### config.mk
export PLATFORM = sky130hd
export DESIGN_NAME = plt_ram
export DESIGN_NICKNAME = d
export VERILOG_FILES = /design/src/design/plt_ram.sv
export SDC_FILE = /design/constraint.sdc
export NUM_CORES = 2
export LEC_CHECK = 0
export BUFFER_PORTS_ARGS = -buffer_cell sky130_fd_sc_hd__buf_2
export CAP_MARGIN = 40
export CORE_AREA = 2 2 481 483
export DETAILED_ROUTE_END_ITERATION = 12
export DIE_AREA = 0 0 483 485
export MAX_ROUTING_LAYER = met4
export SKIP_CTS_REPAIR_TIMING = 1
export SYNTH_ARGS = -nofsm -noshare
export SYNTH_HDL_FRONTEND = slang
export SYNTH_SLANG_ARGS = --single-unit
### constraint.sdc
create_clock -name i_clk -period 2.7 [get_ports i_clk]
set_clock_uncertainty 0.05 [all_clocks]
set_input_delay 0.54 -clock i_clk [delete_from_list [all_inputs] [get_ports i_clk]]
set_output_delay 0.54 -clock i_clk [all_outputs]
set_load 0.01 [all_outputs]
### src/design/plt_ram.sv
// Generic single-write, single-read RAM with registered read data.
// No dependencies.
module plt_ram #(
    parameter int WIDTH = 8,
    parameter int DEPTH = 256
) (
    input  logic                     i_clk,
    input  logic                     i_we,
    input  logic [$clog2(DEPTH)-1:0] i_waddr,
    input  logic [WIDTH-1:0]         i_wdata,
    input  logic                     i_re,
    input  logic [$clog2(DEPTH)-1:0] i_raddr,
    output logic [WIDTH-1:0]         o_rdata
);
    logic [WIDTH-1:0] r_mem [DEPTH];
    logic [WIDTH-1:0] r_rdata;

    always_ff @(posedge i_clk) begin
        if (i_we) begin
            r_mem[i_waddr] <= i_wdata;
        end
        if (i_re) begin
            r_rdata <= r_mem[i_raddr];
        end
    end

    assign o_rdata = r_rdata;
endmodule

==> impl_metrics.yaml <==
routing:
  drtAntennaViolNets: 0
  via_per_inst: 5.32
  met3_wirelength_mm: 13.8
  wl_per_cell_um: 27.0
  routed.top_layer: "met4"
  wl_met2_mm: 98.8
  wl_met1_mm: 87.7
  first_pass_iters: 5
  vias: 40816
  routed_wl_mm: 207
  dr.first_iter.drc_count: 4571
  post-route-drc-count: 0
final_layout:
  multi_input_area_um2: 16500
  mostFrequentLayoutCells: "2,056 x edfxtp_1, 631 x buf_4, 454 x mux4_2"
  drive_above_1_share_pct: 33.0
  stdcell_area_um2: 95600
  final_common_cell: "edfxtp_1"
  num-fill-cells: 19841
  syn_to_final_growth_pct: 20.0
  nNetsFinal: 4491
  register_area_um2: 61700
  utilization_pct: 41.7
power_and_ir_drop:
  combPwrFrac_pct: 5.5
  p_int_uw: 52800
  cellPowerDensity_nw_per_um2: 704
  p_switching_uw: 14400
  seqPwrFrac_pct: 52.4
  p_clk_share_pct: 42.0
  ir_drop_mv: 0.690
  leakagePower_uw: 0.0307
  swShare_pct: 21.4
run:
  cap_violations: 0
sta:
  setup_viol: 1
  slew_violations: 0
  fmax_ghz: 0.369
  worst_slack_ns: -0.00794
  hold_viol: 0
  slew_headroom_pct: 43.1
  post-route-period-util_pct: 100
  tightest_slew_ns: 0.850
  min_period_ns: 2.71
clock_tree:
  cts.sinks: 2056
  clockBufferDepth: 3
  cts_buffers: 207
  htree_levels: 4
  clk_pin_slew_ns: 0.06
  cts_tree: "yes"
  clk_latency_ns: 0.87
  root_buffer: "clkbuf_16"
global_route:
  overflow: 0
  grt_start_max_net_pins: 98
  antenna_found_initial: 15
  grt_pass1_vias: 40861
  grt_pass1_wl_mm: 295
  grt_usage_pct: 17.9
logic_synthesis:
  netlist-cell-type-count: 54
  synthFlopType: "edfxtp_1"
  syn_nets: 3760
  ys_ff_latch: 2056
  synth_edf_count: 2056
  synth.top_cells.by_area: "edfxtp_1 78%, mux4_2 13%, mux2i_1 1.7%, nor2_1 1.3%, a22oi_1 1.3%"
  synthCells: 3733
  synthArstFlopShare_pct: 0
  yosys_warnings: 0
  yosysTopAreaCell: "edfxtp_1"
  avgSynthCellArea_um2: 21.3
  yosys.area.top_type_share_pct: 77.5
  yosysSeqAreaShare_pct: 77.5
  syn_area_um2: 79600
critical_path:
  cp-start-kind: "register"
  critPathMaxFanout: 1
  endpoint_kind: "register"
  crit_type: "register to register"
  cp.required_ns: 3.24
  cp.arrival_ns: 3.25
placement:
  routabilityCongestion: 0.863
  placed_area_um2: 88800
  dpl.hpwl_mm: 136
  io_buffers: 34
die:
  die-width_um: 483
  die-area_um2: 234000
  start_util_pct: 34.8
  die_h_um: 485
  io_pins: 35
  core_area_um2: 229000
  fp-row-count: 176
outcome:
  violations: "setup timing"
  outcome: "finished with violations"
min_path:
  hold_class: "primary input to register"
==> cells by family (layout without fill, tap and decap cells) <==
group	count (synthesis)	after routing	share of synthesized area (%)
compound gates	385	385	3.42
buf+inv	235	1136	1.83
flops	2056	2056	77.5
other cells	0	5	0
simple gates	466	466	2.63
mux	591	591	14.6
==> cell usage after synthesis (3+ instances only) <==
library cell	number
a211oi_1	16
a21oi_1	96
a221oi_1	13
a22o_1	8
a22oi_1	133
and2_1	6
buf_1	22
buf_12	8
buf_2	31
buf_4	27
buf_6	21
buf_8	13
clkbuf_1	111
edfxtp_1	2056
mux2i_1	134
mux4_2	454
nand2_1	33
nand2b_1	8
nand3_1	34
nand4_1	10
nor2_1	282
nor2b_1	31
nor3_1	22
nor4_1	24
nor4_2	3
o211ai_1	10
o21ai_0	10
o221ai_1	46
o22a_1	5
o22ai_1	28
o32ai_1	4
or2_2	4
==> worst paths after layout <==
check	from	end	slack, ns	depth (start not counted)
setup / recovery	r_mem[81][1]	o_rdata[1]	-0.008	6
hold / removal	i_wdata[1]	r_mem[89][1]	0.06	1
setup reg to reg	r_mem[81][1]	o_rdata[1]	-0.008	6
hold reg to reg	r_mem[53][2]	o_rdata[2]	1.11	7
==> flip-flops by register name, indices dropped and copies added, names as in the netlist <==
name	count
o_rdata	8
r_mem	2048
==> layout make-up <==
type / count / area share (%)
Tap cell: 3026 / 3.96
Inverter: 2 / 0.00786
Multi-Input combinational cell: 1442 / 17.3
Clock buffer: 249 / 5.59
Antenna cell: 5 / 0.0131
Sequential cell: 2056 / 64.6
Clock inverter: 130 / 1.40
Timing Repair Buffer: 755 / 7.13
==> worst max-delay path, stage by stage, from the launching register on <==
cell	delay, ns
edfxtp_1	0.39
mux4_2	0.51
mux4_2	0.53
nor2b_1	0.21
nor4_2	0.51
buf_4	0.21
nor4_1	0.05
==> power groups by stage <==
stage / clock network [uW] / registers, uW / logic [uW]
global placement: 0 / 35900 / 3700
detailed placement: 0 / 35900 / 3740
CTS: 28800 / 35200 / 3750
floorplan: 0 / 35900 / 1710
global route: 29900 / 35200 / 3920
finish: 28300 / 35300 / 3720
==> routing by layer <==
layer / up-vias / GRT usage (%)
met1: 21745 / 24.3
met3: 318 / 2.88
li1: 17192 / -
met5: - / -
met4: 0 / 5.89
met2: 1561 / 27.6
==> through the flow <==
step                      setup WS [ns]  power [uW]   TNS, ns  instances  hold slack (ns)
final                          -0.00794       67300  -0.00794       7665           0.0647
after global routing           -0.00135       69100  -0.00135       7663           0.0533
after CTS                        -0.229       67800    -0.595       7658          -0.0447
after detailed placement          -1.04       39700     -9.32       7279            0.871
after global placement            -1.13       39600     -9.63       7278            0.869
after floorplan                  0.0339       37600         0       3733            0.589
Power figures use the tool's default switching activity.
