===== config.mk =====
export PLATFORM = sky130hd
export DESIGN_NAME = plt_divider
export DESIGN_NICKNAME = d
export VERILOG_FILES = /design/src/design/plt_pkg.sv /design/src/design/plt_divider.sv
export SDC_FILE = /design/constraint.sdc
export NUM_CORES = 2
export LEC_CHECK = 0
export ABC_CLOCK_PERIOD_IN_PS = 5320
export BUFFER_PORTS_ARGS = -buffer_cell sky130_fd_sc_hd__buf_2
export CORE_ASPECT_RATIO = 1.75
export CORE_MARGIN = 8
export CORE_UTILIZATION = 45
export CTS_CLUSTER_DIAMETER = 80
export CTS_CLUSTER_SIZE = 16
export DETAILED_ROUTE_END_ITERATION = 12
export PLACE_DENSITY = 0.72
export SLEW_MARGIN = 20
export SYNTH_ARGS = -nofsm -noshare
export SYNTH_HDL_FRONTEND = slang
export SYNTH_SLANG_ARGS = --single-unit
export TNS_END_PERCENT = 100

===== constraint.sdc =====
create_clock -name i_clk -period 5.32 [get_ports i_clk]
set_clock_uncertainty 0.2 [all_clocks]
set_input_delay 0.532 -clock i_clk [delete_from_list [all_inputs] [get_ports i_clk]]
set_output_delay 0.532 -clock i_clk [all_outputs]
set_load 0.02 [all_outputs]

===== src/design/plt_pkg.sv =====
// Shared types and constants for the palette lookup / interpolation block.
// No dependencies.
package plt_pkg;

    localparam int CFG_IDX_W = 3;
    localparam int CH_BITS   = 8;
    localparam int COLOR_W   = 32;
    localparam int SIDE_W    = 2 * COLOR_W;

    localparam logic [CFG_IDX_W-1:0] REG_COLOR_COUNT    = 3'd0;
    localparam logic [CFG_IDX_W-1:0] REG_TRANSFER_OUTER = 3'd1;
    localparam logic [CFG_IDX_W-1:0] REG_TRANSFER_INNER = 3'd2;
    localparam logic [CFG_IDX_W-1:0] REG_SOLID_OUTER    = 3'd3;
    localparam logic [CFG_IDX_W-1:0] REG_SOLID_INNER    = 3'd4;

    localparam logic        CMD_WRITE = 1'b0;
    localparam logic        CMD_LOOKUP = 1'b1;
    localparam logic        XFER_NONE = 1'b0;
    localparam logic [31:0] SOLID_RESET = 32'h0000_00FF;

    // Control bits that travel with every item.
    typedef struct packed {
        logic valid;
        logic lookup;
        logic wr;
        logic use_solid;
    } t_ctl;

endpackage


===== src/design/plt_divider.sv =====
// Pipelined restoring divider, one quotient bit per stage, four channels.
// Quotients fit CH_BITS bits. Depends on plt_pkg.
module plt_divider import plt_pkg::*; #(
    parameter int DW     = 17,
    parameter int PASS_W = 8
) (
    input  logic                   i_clk,
    input  logic                   i_rst_n,
    input  logic                   i_en,
    input  logic                   i_valid,
    input  logic [CH_BITS+DW-1:0]  i_num [4],
    input  logic [DW-1:0]          i_den,
    input  logic [PASS_W-1:0]      i_pass,
    output logic                   o_valid,
    output logic [CH_BITS-1:0]     o_quo [4],
    output logic [PASS_W-1:0]      o_pass
);
    localparam int NW = CH_BITS + DW;

    logic              r_valid [CH_BITS+1];
    logic [NW-1:0]     r_rem   [CH_BITS+1][4];
    logic [CH_BITS-1:0] r_quo  [CH_BITS+1][4];
    logic [DW-1:0]     r_den   [CH_BITS+1];
    logic [PASS_W-1:0] r_pass  [CH_BITS+1];

    always_comb begin
        r_valid[0] = i_valid;
        r_den[0]   = i_den;
        r_pass[0]  = i_pass;
        for (int c = 0; c < 4; c++) begin
            r_rem[0][c] = i_num[c];
            r_quo[0][c] = '0;
        end
    end

    for (genvar s = 0; s < CH_BITS; s++) begin : g_stage
        localparam int K = CH_BITS - 1 - s;
        logic [NW-1:0] dsh;
        assign dsh = NW'(r_den[s]) << K;

        always_ff @(posedge i_clk) begin
            if (!i_rst_n) begin
                r_valid[s+1] <= 1'b0;
            end else if (i_en) begin
                r_valid[s+1] <= r_valid[s];
            end
        end

        always_ff @(posedge i_clk) begin
            if (i_en) begin
                r_den[s+1]  <= r_den[s];
                r_pass[s+1] <= r_pass[s];
                for (int c = 0; c < 4; c++) begin
                    if (r_rem[s][c] >= dsh) begin
                        r_rem[s+1][c]    <= r_rem[s][c] - dsh;
                        r_quo[s+1][c]    <= r_quo[s][c] | CH_BITS'(1 << K);
                    end else begin
                        r_rem[s+1][c]    <= r_rem[s][c];
                        r_quo[s+1][c]    <= r_quo[s][c];
                    end
                end
            end
        end
    end

    assign o_valid = r_valid[CH_BITS];
    assign o_pass  = r_pass[CH_BITS];
    assign o_quo   = r_quo[CH_BITS];
endmodule


==> metrics.txt <==
chip height approximately 510 um; DRT Wirelength between 150000 and 200000 um; post-place instance area about 0.067 sq mm; PortBufs ~170; mapped cell area ~0.064 sq mm; Slew Viols, Final 0; crit-path cells inv_1 -> ha_1 -> nor2b_1 -> o31a_1 -> o31a_1 -> o211ai_1 -> a31oi_1 -> nor2_2 -> buf_4 -> mux2_2; Hold Crit Depth 3; latest clock arrival within the worst-skew pair between 700 and 800 ps; post-route cell area 0.06993 sq mm; peak supply drop 0.2450 mV; first-pass GRT wire length 275000 um; WL per Instance 23.12 um; CP peak stage delay roughly 640 ps; Critical Path Most Common Cell o31a_1; distinct cell type count after synthesis between 90 and 100; Yosys top cell by area edfxtp_1; Critical Path AT approximately 4600 ps; setup tns final 0 ps; vias in the first global route 47140; maximum clock rate around 230 MHz; Final setup viols 0; CP required 5570 ps; Hold Path Class input pin to flop; routability cong. roughly 1.0; placed cell count 7731; flops & latches, synth between 1000 and 1500; Detail Route Antenna Nets 0; share of the yosys chip area belonging to registers 0.4868; routed via count ~46000; Setup CP Type flop to flop; Top Family by Delay on Critical Path compound AO/OA/AOI/OAI gates; CTS root buf clkbuf_16; Hold Fails Final Rpt 0; HP Start i_num[97]; ys async rst share 0; H-tree lvl count 3; post-cts sizing count 0; clock slew at reported path FFs 80 ps; Sink Count 1035; final critical-path share of the clock period 0.8208; Initial DRC Count between 2000 and 3000; synth top area cells edfxtp_1, ha_1, xnor2_1; GRT Resource Usage Total 0.2325; Core Region 0.1405 sq mm; Setup crit end kind flop; R2R cell count 10; utilization after layout 0.4977; synth warn 0; Tightest Pin Transition 1049 ps; worst r2r dst r_rem[409]; via/cell ratio 5.748; Buf+Inv Stages, Crit Path 2; Post-Layout Cell Count 7943; half-perimeter wire length after placement 148800 um; antenna violations before repair 5; die width 300.4 um; grt ovf 0; Endpoint, Worst Hold r_rem[797]; CTS Buffer Depth 3; Crit. Startpoint g_stage[3].dsh[5]; unrepaired setup endpoints after global routing false; starting density of the core 0.4533; Slowest cell on crit path edfxtp_1; syn avg cell area around 11 sq um; CP Max Fanout 19; Top Ports 170; status finished, final reports clean; leading cell type by number of instances after synthesis edfxtp_1; syn nets 6506; critical path launch point type flop; Inserted Clock Buffers between 70 and 80; Final nets 6783; # hold bufs at CTS roughly 110; commonest cells in the netlist edfxtp_1, ha_1, a21oi_1; Synth-to-Final Area Change 9.800%; power per standard cell area 478.2 mW/mm^2; max-cap viol count 0; row cnt 182; largest net degree at the start of global routing 132; fin crit period 4367 ps; Leakage 0.02702 uW; Reg-to-Reg Start g_stage[3].dsh[5]; postcts setup bufs 0; ys flop type edfxtp_1; total iterations of the first detailed-routing run 6; Mapped Cells 5805; Die Area ~0.15 sq mm; CTS tree yes; post-synth top area share 0.4843; reg-to-reg slack, setup about 950 ps; DRC viols 0; number of synthesized flops with an enable pin roughly 1000; layout cells sized above 1 0.08760; Rel. slew slack 0.3005
## tightest hold or removal path, delay by kind of cell
kind	cells	cell delay (ps)
buffers and inverters	1	120
AND/OR/NAND/NOR	1	50
AO/OA/AOI/OAI	1	100
## routing by layer
layer	wire (um)	up-vias	global-route usage	share of wire
li1	-	22330	-	-
met1	60410	21610	0.2112	0.33
met2	97730	1194	0.4423	0.53
met3	5220	521	0.02125	0.028
met4	20320	0	0.2206	0.11
met5	0	-	0	0
## where the power goes
group / internal [uW] / leakage, uW / switching (uW)
Combinational: 6350 / 0.0160 / 8260
Clock: 2570 / 0.000994 / 2840
Sequential: 12000 / 0.00998 / 1400
## cells in the final DEF, fill, tap and decap left out, types with 16 or more instances in the layout
master / n
a211o_1: 16
a211oi_1: 50
a21o_1: 169
a21oi_1: 443
a31oi_1: 56
and2_1: 17
and3_1: 48
buf_2: 168
buf_4: 59
clkbuf_16: 75
dlygate4sd3_1: 114
edfxtp_1: 1027
fa_1: 28
ha_1: 544
inv_1: 307
mux2_2: 141
mux2i_1: 24
nand2_1: 410
nand2b_1: 58
nand3_1: 116
nand3b_1: 21
nand4_1: 58
nand4b_1: 16
nor2_1: 418
nor2b_1: 85
nor3_1: 130
nor4_1: 53
nor4b_1: 20
o211ai_1: 25
o21a_1: 87
o21ai_0: 375
o21bai_1: 38
o31a_1: 30
o31ai_1: 58
o41ai_1: 17
or2_2: 25
or3_1: 48
or4_1: 26
xnor2_1: 263
xor2_1: 181
## state kept, by name, indices dropped and copies added (netlist names)
register,cells
r_valid,7
r_quo,112
o_quo,32
r_rem,700
o_pass,8
g_stage.dsh,119
r_pass,56
o_valid,1
## kinds of logic after synthesis
group	Yosys count	share of synthesized area
AO/OA/AOI/OAI	1535	0.1537
XOR/XNOR	444	0.06106
adder cells (fa/ha/maj)	572	0.1157
buffers and inverters	456	0.03016
flip-flops	1035	0.4868
multiplexers	168	0.02923
AND/OR/NAND/NOR	1595	0.1234
## metrics by stage
| stage | setup slack (ps) | hold WS, ps | power (uW) |
|---|---|---|---|
| 6_report | 953.3 | 37.97 | 33440 |
| 3_5_place_dp | 949.2 | 204.5 | 27920 |
| 5_1_grt | 758.0 | 16.32 | 35630 |
| 4_1_cts | 947.8 | 0.04935 | 33490 |
| 3_3_place_gp | 954.0 | 200.9 | 27690 |
| 2_1_floorplan | 1720 | 200.3 | 23930 |
## how the worst max path moves through the flow
stage          cells after the start  slack (ps)         end
5_1_grt                           10         760  r_rem[409]
3_5_place_dp                      10         950  r_rem[409]
2_1_floorplan                     12        1720  r_rem[542]
3_3_place_gp                      10         950  r_rem[409]
6_report                          10         950  r_rem[409]
4_1_cts                           10         950  r_rem[409]
## final cells by class
type                            instances  area (sq um)
Sequential cell                      1035         31000
Antenna cell                            7         17.52
Inverter                              308          1156
Timing Repair Buffer                  348          2560
Multi-Input combinational cell       4314         30850
Clock buffer                           82          1903
Tap cell                             1840          2302
Clock inverter                          9         136.4
Fill cell                           12470         70580
No activity file was read; power rests on OpenSTA's default activity.
