--- src/design/plt_pkg.sv ---
// Shared types and constants for the palette lookup / interpolation block.
// No dependencies.
package plt_pkg;

    localparam int CFG_IDX_W = 3;
    localparam int CH_BITS   = 8;
    localparam int COLOR_W   = 32;
    localparam int SIDE_W    = 2 * COLOR_W;

    localparam logic [CFG_IDX_W-1:0] REG_COLOR_COUNT    = 3'd0;
    localparam logic [CFG_IDX_W-1:0] REG_TRANSFER_OUTER = 3'd1;
    localparam logic [CFG_IDX_W-1:0] REG_TRANSFER_INNER = 3'd2;
    localparam logic [CFG_IDX_W-1:0] REG_SOLID_OUTER    = 3'd3;
    localparam logic [CFG_IDX_W-1:0] REG_SOLID_INNER    = 3'd4;

    localparam logic        CMD_WRITE = 1'b0;
    localparam logic        CMD_LOOKUP = 1'b1;
    localparam logic        XFER_NONE = 1'b0;
    localparam logic [31:0] SOLID_RESET = 32'h0000_00FF;

    // Control bits that travel with every item.
    typedef struct packed {
        logic valid;
        logic lookup;
        logic wr;
        logic use_solid;
    } t_ctl;

endpackage

--- src/design/plt_ram.sv ---
// Generic single-write, single-read RAM with registered read data.
// No dependencies.
module plt_ram #(
    parameter int WIDTH = 8,
    parameter int DEPTH = 256
) (
    input  logic                     i_clk,
    input  logic                     i_we,
    input  logic [$clog2(DEPTH)-1:0] i_waddr,
    input  logic [WIDTH-1:0]         i_wdata,
    input  logic                     i_re,
    input  logic [$clog2(DEPTH)-1:0] i_raddr,
    output logic [WIDTH-1:0]         o_rdata
);
    logic [WIDTH-1:0] r_mem [DEPTH];
    logic [WIDTH-1:0] r_rdata;

    always_ff @(posedge i_clk) begin
        if (i_we) begin
            r_mem[i_waddr] <= i_wdata;
        end
        if (i_re) begin
            r_rdata <= r_mem[i_raddr];
        end
    end

    assign o_rdata = r_rdata;
endmodule

--- src/design/plt_search_level.sv ---
// One level of the pipelined binary search: address cycle, then compare cycle.
// Holds its own copy of the entry positions. Depends on plt_pkg, plt_ram.
module plt_search_level import plt_pkg::*; #(
    parameter int MAX_ENTRIES = 256,
    parameter int FRAC_BITS   = 16
) (
    input  logic                           i_clk,
    input  logic                           i_rst_n,
    input  logic                           i_en,
    input  t_ctl                           i_ctl,
    input  logic [7:0]                     i_slot,
    input  logic [FRAC_BITS:0]             i_pos,
    input  logic [SIDE_W-1:0]              i_side,
    input  logic [FRAC_BITS:0]             i_key,
    input  logic [$clog2(MAX_ENTRIES):0]   i_left,
    input  logic [$clog2(MAX_ENTRIES):0]   i_rp,
    input  logic                           i_done,
    input  logic [$clog2(MAX_ENTRIES)-1:0] i_res,
    output t_ctl                           o_ctl,
    output logic [7:0]                     o_slot,
    output logic [FRAC_BITS:0]             o_pos,
    output logic [SIDE_W-1:0]              o_side,
    output logic [FRAC_BITS:0]             o_key,
    output logic [$clog2(MAX_ENTRIES):0]   o_left,
    output logic [$clog2(MAX_ENTRIES):0]   o_rp,
    output logic                           o_done,
    output logic [$clog2(MAX_ENTRIES)-1:0] o_res
);
    localparam int AW = $clog2(MAX_ENTRIES);
    localparam int CW = AW + 1;
    localparam int PW = FRAC_BITS + 1;

    logic [CW:0]   sum;
    logic [AW-1:0] mid;
    logic [31:0]   slot_ext;
    logic [PW-1:0] rdata;
    logic          a_done;
    logic [AW-1:0] a_res;

    t_ctl          r_a_ctl;
    logic [7:0]    r_a_slot;
    logic [PW-1:0] r_a_pos;
    logic [SIDE_W-1:0] r_a_side;
    logic [PW-1:0] r_a_key;
    logic [CW-1:0] r_a_left, r_a_rp;
    logic          r_a_done;
    logic [AW-1:0] r_a_res, r_a_mid;

    t_ctl          r_b_ctl;
    logic [7:0]    r_b_slot;
    logic [PW-1:0] r_b_pos;
    logic [SIDE_W-1:0] r_b_side;
    logic [PW-1:0] r_b_key;
    logic [CW-1:0] r_b_left, r_b_rp;
    logic          r_b_done;
    logic [AW-1:0] r_b_res;

    assign sum      = {1'b0, i_left} + {1'b0, i_rp} - (CW+1)'(1);
    assign mid      = sum[AW:1];
    assign slot_ext = 32'(i_slot);

    // Range empty: the search ends on the entry just below left.
    always_comb begin
        a_done = i_done;
        a_res  = i_res;
        if (!i_done && i_left >= i_rp) begin
            a_done = 1'b1;
            a_res  = (i_left == '0) ? '0 : AW'(i_left - CW'(1));
        end
    end

    plt_ram #(.WIDTH(PW), .DEPTH(MAX_ENTRIES)) u_pos (
        .i_clk   (i_clk),
        .i_we    (i_en && i_ctl.valid && i_ctl.wr),
        .i_waddr (slot_ext[AW-1:0]),
        .i_wdata (i_pos),
        .i_re    (i_en),
        .i_raddr (mid),
        .o_rdata (rdata)
    );

    always_ff @(posedge i_clk) begin
        if (!i_rst_n) begin
            r_a_ctl <= '0;
            r_b_ctl <= '0;
        end else if (i_en) begin
            r_a_ctl <= i_ctl;
            r_b_ctl <= r_a_ctl;
        end
    end

    always_ff @(posedge i_clk) begin
        if (i_en) begin
            r_a_slot <= i_slot;
            r_a_pos  <= i_pos;
            r_a_side <= i_side;
            r_a_key  <= i_key;
            r_a_left <= i_left;
            r_a_rp   <= i_rp;
            r_a_done <= a_done;
            r_a_res  <= a_res;
            r_a_mid  <= mid;

            r_b_slot <= r_a_slot;
            r_b_pos  <= r_a_pos;
            r_b_side <= r_a_side;
            r_b_key  <= r_a_key;
            r_b_left <= r_a_left;
            r_b_rp   <= r_a_rp;
            r_b_done <= r_a_done;
            r_b_res  <= r_a_res;
            if (!r_a_done) begin
                if (rdata < r_a_key) begin
                    r_b_left <= CW'(r_a_mid) + CW'(1);
                end else if (rdata == r_a_key) begin
                    r_b_done <= 1'b1;
                    r_b_res  <= r_a_mid;
                end else begin
                    r_b_rp <= CW'(r_a_mid);
                end
            end
        end
    end

    assign o_ctl  = r_b_ctl;
    assign o_slot = r_b_slot;
    assign o_pos  = r_b_pos;
    assign o_side = r_b_side;
    assign o_key  = r_b_key;
    assign o_left = r_b_left;
    assign o_rp   = r_b_rp;
    assign o_done = r_b_done;
    assign o_res  = r_b_res;
endmodule

--- config.mk ---
export PLATFORM = sky130hd
export DESIGN_NAME = plt_search_level
export DESIGN_NICKNAME = d
export VERILOG_FILES = /design/src/design/plt_pkg.sv /design/src/design/plt_ram.sv /design/src/design/plt_search_level.sv
export SDC_FILE = /design/constraint.sdc
export NUM_CORES = 2
export LEC_CHECK = 0
export BUFFER_PORTS_ARGS = -buffer_cell sky130_fd_sc_hd__buf_4
export CAP_MARGIN = 0
export CORE_MARGIN = 2
export CORE_UTILIZATION = 62
export CTS_CLUSTER_DIAMETER = 40
export CTS_CLUSTER_SIZE = 24
export DETAILED_ROUTE_END_ITERATION = 6
export PLACE_DENSITY = 0.78
export SYNTH_ARGS = -nofsm -noshare
export SYNTH_HDL_FRONTEND = slang
export SYNTH_HIERARCHICAL = 1
export SYNTH_MEMORY_MAX_BITS = 65536
export SYNTH_SLANG_ARGS = --single-unit
--- constraint.sdc ---
create_clock -name i_clk -period 5.3 [get_ports i_clk]
set_input_delay 0.795 -clock i_clk [delete_from_list [all_inputs] [get_ports i_clk]]
set_output_delay 0.795 -clock i_clk [all_outputs]
set_load 0.03 [all_outputs]
==> results_dict.tcl <==
set metrics [dict create \
    run_status "finished clean" \
    drive_above_1_share 0.2929 \
    cts_sinks 4651 \
    vias_per_cell 7.086 \
    gp_congestion 0.9938 \
    die_y_um 543.2 \
    endpoint "u_pos/o_rdata[5]$_DFFE_PP_" \
    number_of_enable_flip_flop_cells_after_synthesis 4643 \
    worst_clock_skew_ns 0.1263 \
    crit_arrival_ns 5.88 \
    grt_pass1_wl_mm 720.1 \
    post-cts-setup-buffer-count 0 \
    placed_cells_incl_taps 12722 \
    criticalPathCategory "in2reg" \
    combined_global_route_utilization_of_all_metal_layers 0.3476 \
    htree_levels 5 \
    chipWidth_um 543.2 \
    power_dissipated_by_switching_net_loads_mw 25.40 \
    synth_area_um2 180300 \
    floorplan.initialDensity 0.6246 \
    postSynthNetCount 8527 \
    drtAntennaViolNets 0 \
    path_clk_slew_ns 0.07 \
    fillers 15387 \
    vias 97259 \
    fp.dieArea_um2 295100 \
    numPortBuffers 276 \
    rsz_0062_raised_after_global_routing "false" \
    grt_max_degree 189 \
    drv_cap 0 \
    global_route.overflow_total 0 \
    final-max-slew-violation-count 0 \
    register_bit_count_reported_by_yosys 4651 \
    num_rows 197 \
    drtIter0Drc 16841 \
    post-place-ws_ns -0.7863 \
    drt_pass1_iterations 6 \
    layout.cells.non_filler 13726 \
    setup-violations-final 0 \
    worst_ir_drop_vdd_uv 383.1 \
    core_um2 288600 \
    async_flop_share 0 \
    synth.yosys.warnings 6 \
    synth_cell_types 89 \
    finalHoldViolations 0 \
    period_share 0.9370 \
    maxClockFrequency_ghz 0.2014 \
    swShare 0.2760 \
    grt_pass1_vias 95821 \
    pwr_density_cell_nw_per_um2 441.6 \
    crit_path_start "i_left[6]" \
    clock_path_buffers 4 \
    hold_class "in2reg" \
    areaGrowthSynthToFinish_pct 15.57 \
    post-route-worst-setup-slack_ns 0.3341 \
    hold_path_origin "i_ctl[2]" \
    route.detailed.wl_per_inst_um 37.30 \
    number_of_antenna_violations_at_the_first_check_in_global_routing 35 \
    start_kind "input pin" \
    setup_crit_end_kind "flop" \
    launch_point_of_the_worst_reg_to_reg_path "u_pos/r_mem[58][9]$_DFFE_PP_" \
    power_frac_comb 0.168 \
    worst-slew-pin-transition_ns 1.300 \
    io_pins 277 \
    largest_fanout_of_any_net_on_the_critical_path 15 \
    internal-power_mw 66.61 \
    tritoncts_clock_tree "built" \
    worst_r2r_endpoint "u_pos/o_rdata[9]$_DFFE_PP_" \
    finalNetCount 9605 \
    post-layout-total-power_mw 92.01 \
    detailedPlacementHpwl_mm 294.3 \
    power.sequential.fraction 0.447 \
    layout_common_cells "sky130_fd_sc_hd__edfxtp_1 (4643), sky130_fd_sc_hd__mux4_2 (897), sky130_fd_sc_hd__buf_4 (852)" \
    setup.reg_to_reg.worst_slack_ns 2.22 \
    reg2reg_depth 7 \
    clockRootBuffer "sky130_fd_sc_hd__clkbuf_16" \
    syn_avg_cell_area_um2 21.61 \
    source_to_sink_clock_delay_at_the_later_pin_of_the_worst_skew_pair_ns 1.05 \
    layout_commonest_cell "sky130_fd_sc_hd__edfxtp_1" \
    timing.max_slew.rel_slack 0.1290 \
    postSynth.topFlopCell "sky130_fd_sc_hd__edfxtp_1" \
    cp.required_ns 6.22 \
    portion_of_the_post_synthesis_area_used_by_sequential_elements 0.7743 \
    timing.final.crit_period_ns 4.966 \
    netlist_instances 8343 \
    postRouteWirelength_mm 511.9 \
    share_clk_of_total_power 0.384 \
    tritoncts.num_buffers 478 \
    static-leakage-power_nw 68.37 \
    route.detailed.drc 0 \
]
[cell usage after synthesis, drive strengths merged, types with 8 or more instances]
master | instances | share of area
nor2 | 348 | 0.0072
ha | 43 | 0.0030
nand3 | 72 | 0.0020
nand2 | 233 | 0.0049
nor2b | 24 | 0.00083
clkbuf | 165 | 0.0041
o311a | 14 | 0.00078
mux2i | 517 | 0.029
dfxtp | 8 | 0.00089
o22ai | 186 | 0.0065
a211oi | 19 | 0.00089
o311ai | 15 | 0.00073
nor4 | 18 | 0.00076
a21oi | 118 | 0.0033
a31oi | 16 | 0.00056
o221ai | 137 | 0.0067
nor3 | 114 | 0.0032
buf | 303 | 0.016
o22a | 11 | 0.00053
a22oi | 33 | 0.0014
xnor2 | 13 | 0.00063
edfxtp | 4643 | 0.77
mux4 | 943 | 0.12
mux2 | 45 | 0.0030
nand4 | 25 | 0.00090
a32oi | 9 | 0.00044
or3 | 14 | 0.00049
inv | 61 | 0.0013
a22o | 13 | 0.00063
o21ai | 62 | 0.0017
and3 | 10 | 0.00035
[per-stage QoR]
step                  util  TNS, ns  area [um^2]  hold slack [ns]
finish              0.7218        0       208400          0.07566
CTS                 0.7217        0       208300          0.02641
detailed placement  0.6600   -2.694       190500           0.4045
global route        0.7217        0       208300          0.05782
floorplan                -        0       180300           0.4003
global placement    0.6600   -3.096       190500           0.4003
[repair_timing]
action / 4_1_cts / 5_1_grt
endpoints found under the hold margin: 99 / 0
resized for setup: 0 / 1
setup endpoints to repair: 0 / 1
hold buffers: 99 / 0
[sequential cells by signal (all words and copies together), names as in the netlist, 4 cells and up]
| name | cells |
|---|---|
| r_a_left | 9 |
| o_key | 17 |
| o_rp | 9 |
| r_a_pos | 17 |
| u_pos/r_mem | 4352 |
| r_a_slot | 8 |
| u_pos/o_rdata | 17 |
| r_a_key | 17 |
| o_res | 8 |
| o_pos | 17 |
| r_a_mid | 8 |
| o_side | 64 |
| o_left | 9 |
| o_slot | 8 |
| o_ctl | 4 |
| r_a_res | 8 |
| r_a_rp | 9 |
| r_a_side | 64 |
| r_a_ctl | 4 |
[worst min path at each step]
stage | slack (ns) | cells past startpoint | endpoint
4_1_cts | 0.03 | 2 | r_a_ctl[2]$_SDFFE_PN0P_
5_1_grt | 0.06 | 3 | r_a_ctl[2]$_SDFFE_PN0P_
2_1_floorplan | 0.40 | 0 | o_pos[0]$_DFFE_PP_
3_5_place_dp | 0.40 | 0 | o_pos[1]$_DFFE_PP_
6_report | 0.08 | 3 | r_a_ctl[2]$_SDFFE_PN0P_
3_3_place_gp | 0.40 | 0 | o_side[9]$_DFFE_PP_
[logic make-up (layout without fill, tap and decap cells)]
family / after synthesis / count (layout) / synth area share
fa+ha+maj: 44 / 44 / 0.003095
mux: 1505 / 1505 / 0.1505
buf+inv: 531 / 2020 / 0.02152
compound gates: 692 / 692 / 0.02723
flops: 4651 / 4651 / 0.7743
other cells: 0 / 14 / 0
xor+xnor: 16 / 16 / 0.0007774
simple gates: 904 / 904 / 0.02265
[critical path, cell delays in order]
cell,delay (ns)
sky130_fd_sc_hd__dlygate4sd3_1,0.56
sky130_fd_sc_hd__buf_4,0.15
sky130_fd_sc_hd__inv_1,0.06
sky130_fd_sc_hd__ha_1,0.31
sky130_fd_sc_hd__inv_1,0.08
sky130_fd_sc_hd__ha_1,0.35
sky130_fd_sc_hd__nor3_1,0.07
sky130_fd_sc_hd__nor2_1,0.09
sky130_fd_sc_hd__o41ai_1,0.11
sky130_fd_sc_hd__xnor2_2,0.96
sky130_fd_sc_hd__nor3b_2,0.14
sky130_fd_sc_hd__buf_12,0.22
sky130_fd_sc_hd__and2_1,0.19
sky130_fd_sc_hd__o21ai_1,0.36
sky130_fd_sc_hd__o2111ai_1,0.24
sky130_fd_sc_hd__nor4_2,0.85
sky130_fd_sc_hd__and3_1,0.28
[per-layer routing]
metal | GRT usage | wire length (um) | share of wire
met1 | 0.4760 | 175800 | 0.34
met2 | 0.5410 | 242200 | 0.47
met3 | 0.08632 | 68440 | 0.13
met4 | 0.1483 | 25240 | 0.049
met5 | 0 | 218 | 0.00043
[final cells by class]
| class | instances | area [um^2] | area share |
|---|---|---|---|
| Multi-Input combinational cell | 3161 | 37180 | 0.1785 |
| Antenna cell | 14 | 35.03 | 0.0001681 |
| Clock inverter | 385 | 4733 | 0.02272 |
| Timing Repair Buffer | 1067 | 9618 | 0.04616 |
| Inverter | 62 | 254.0 | 0.001219 |
| Clock buffer | 506 | 12090 | 0.05802 |
| Tap cell | 3880 | 4855 | 0.02330 |
| Sequential cell | 4651 | 139600 | 0.6699 |
[power groups by stage]
stage                     sequential, mW  clock (mW)  combinational (mW)
final                               41.2        35.4                15.5
after global routing                41.1        36.8                15.8
after CTS                           41.1        35.5                15.1
after detailed placement            41.9           0                14.7
after global placement              41.9           0                14.5
after floorplan                     41.9           0                8.19
Note: power is estimated with default switching activity, not from simulation.
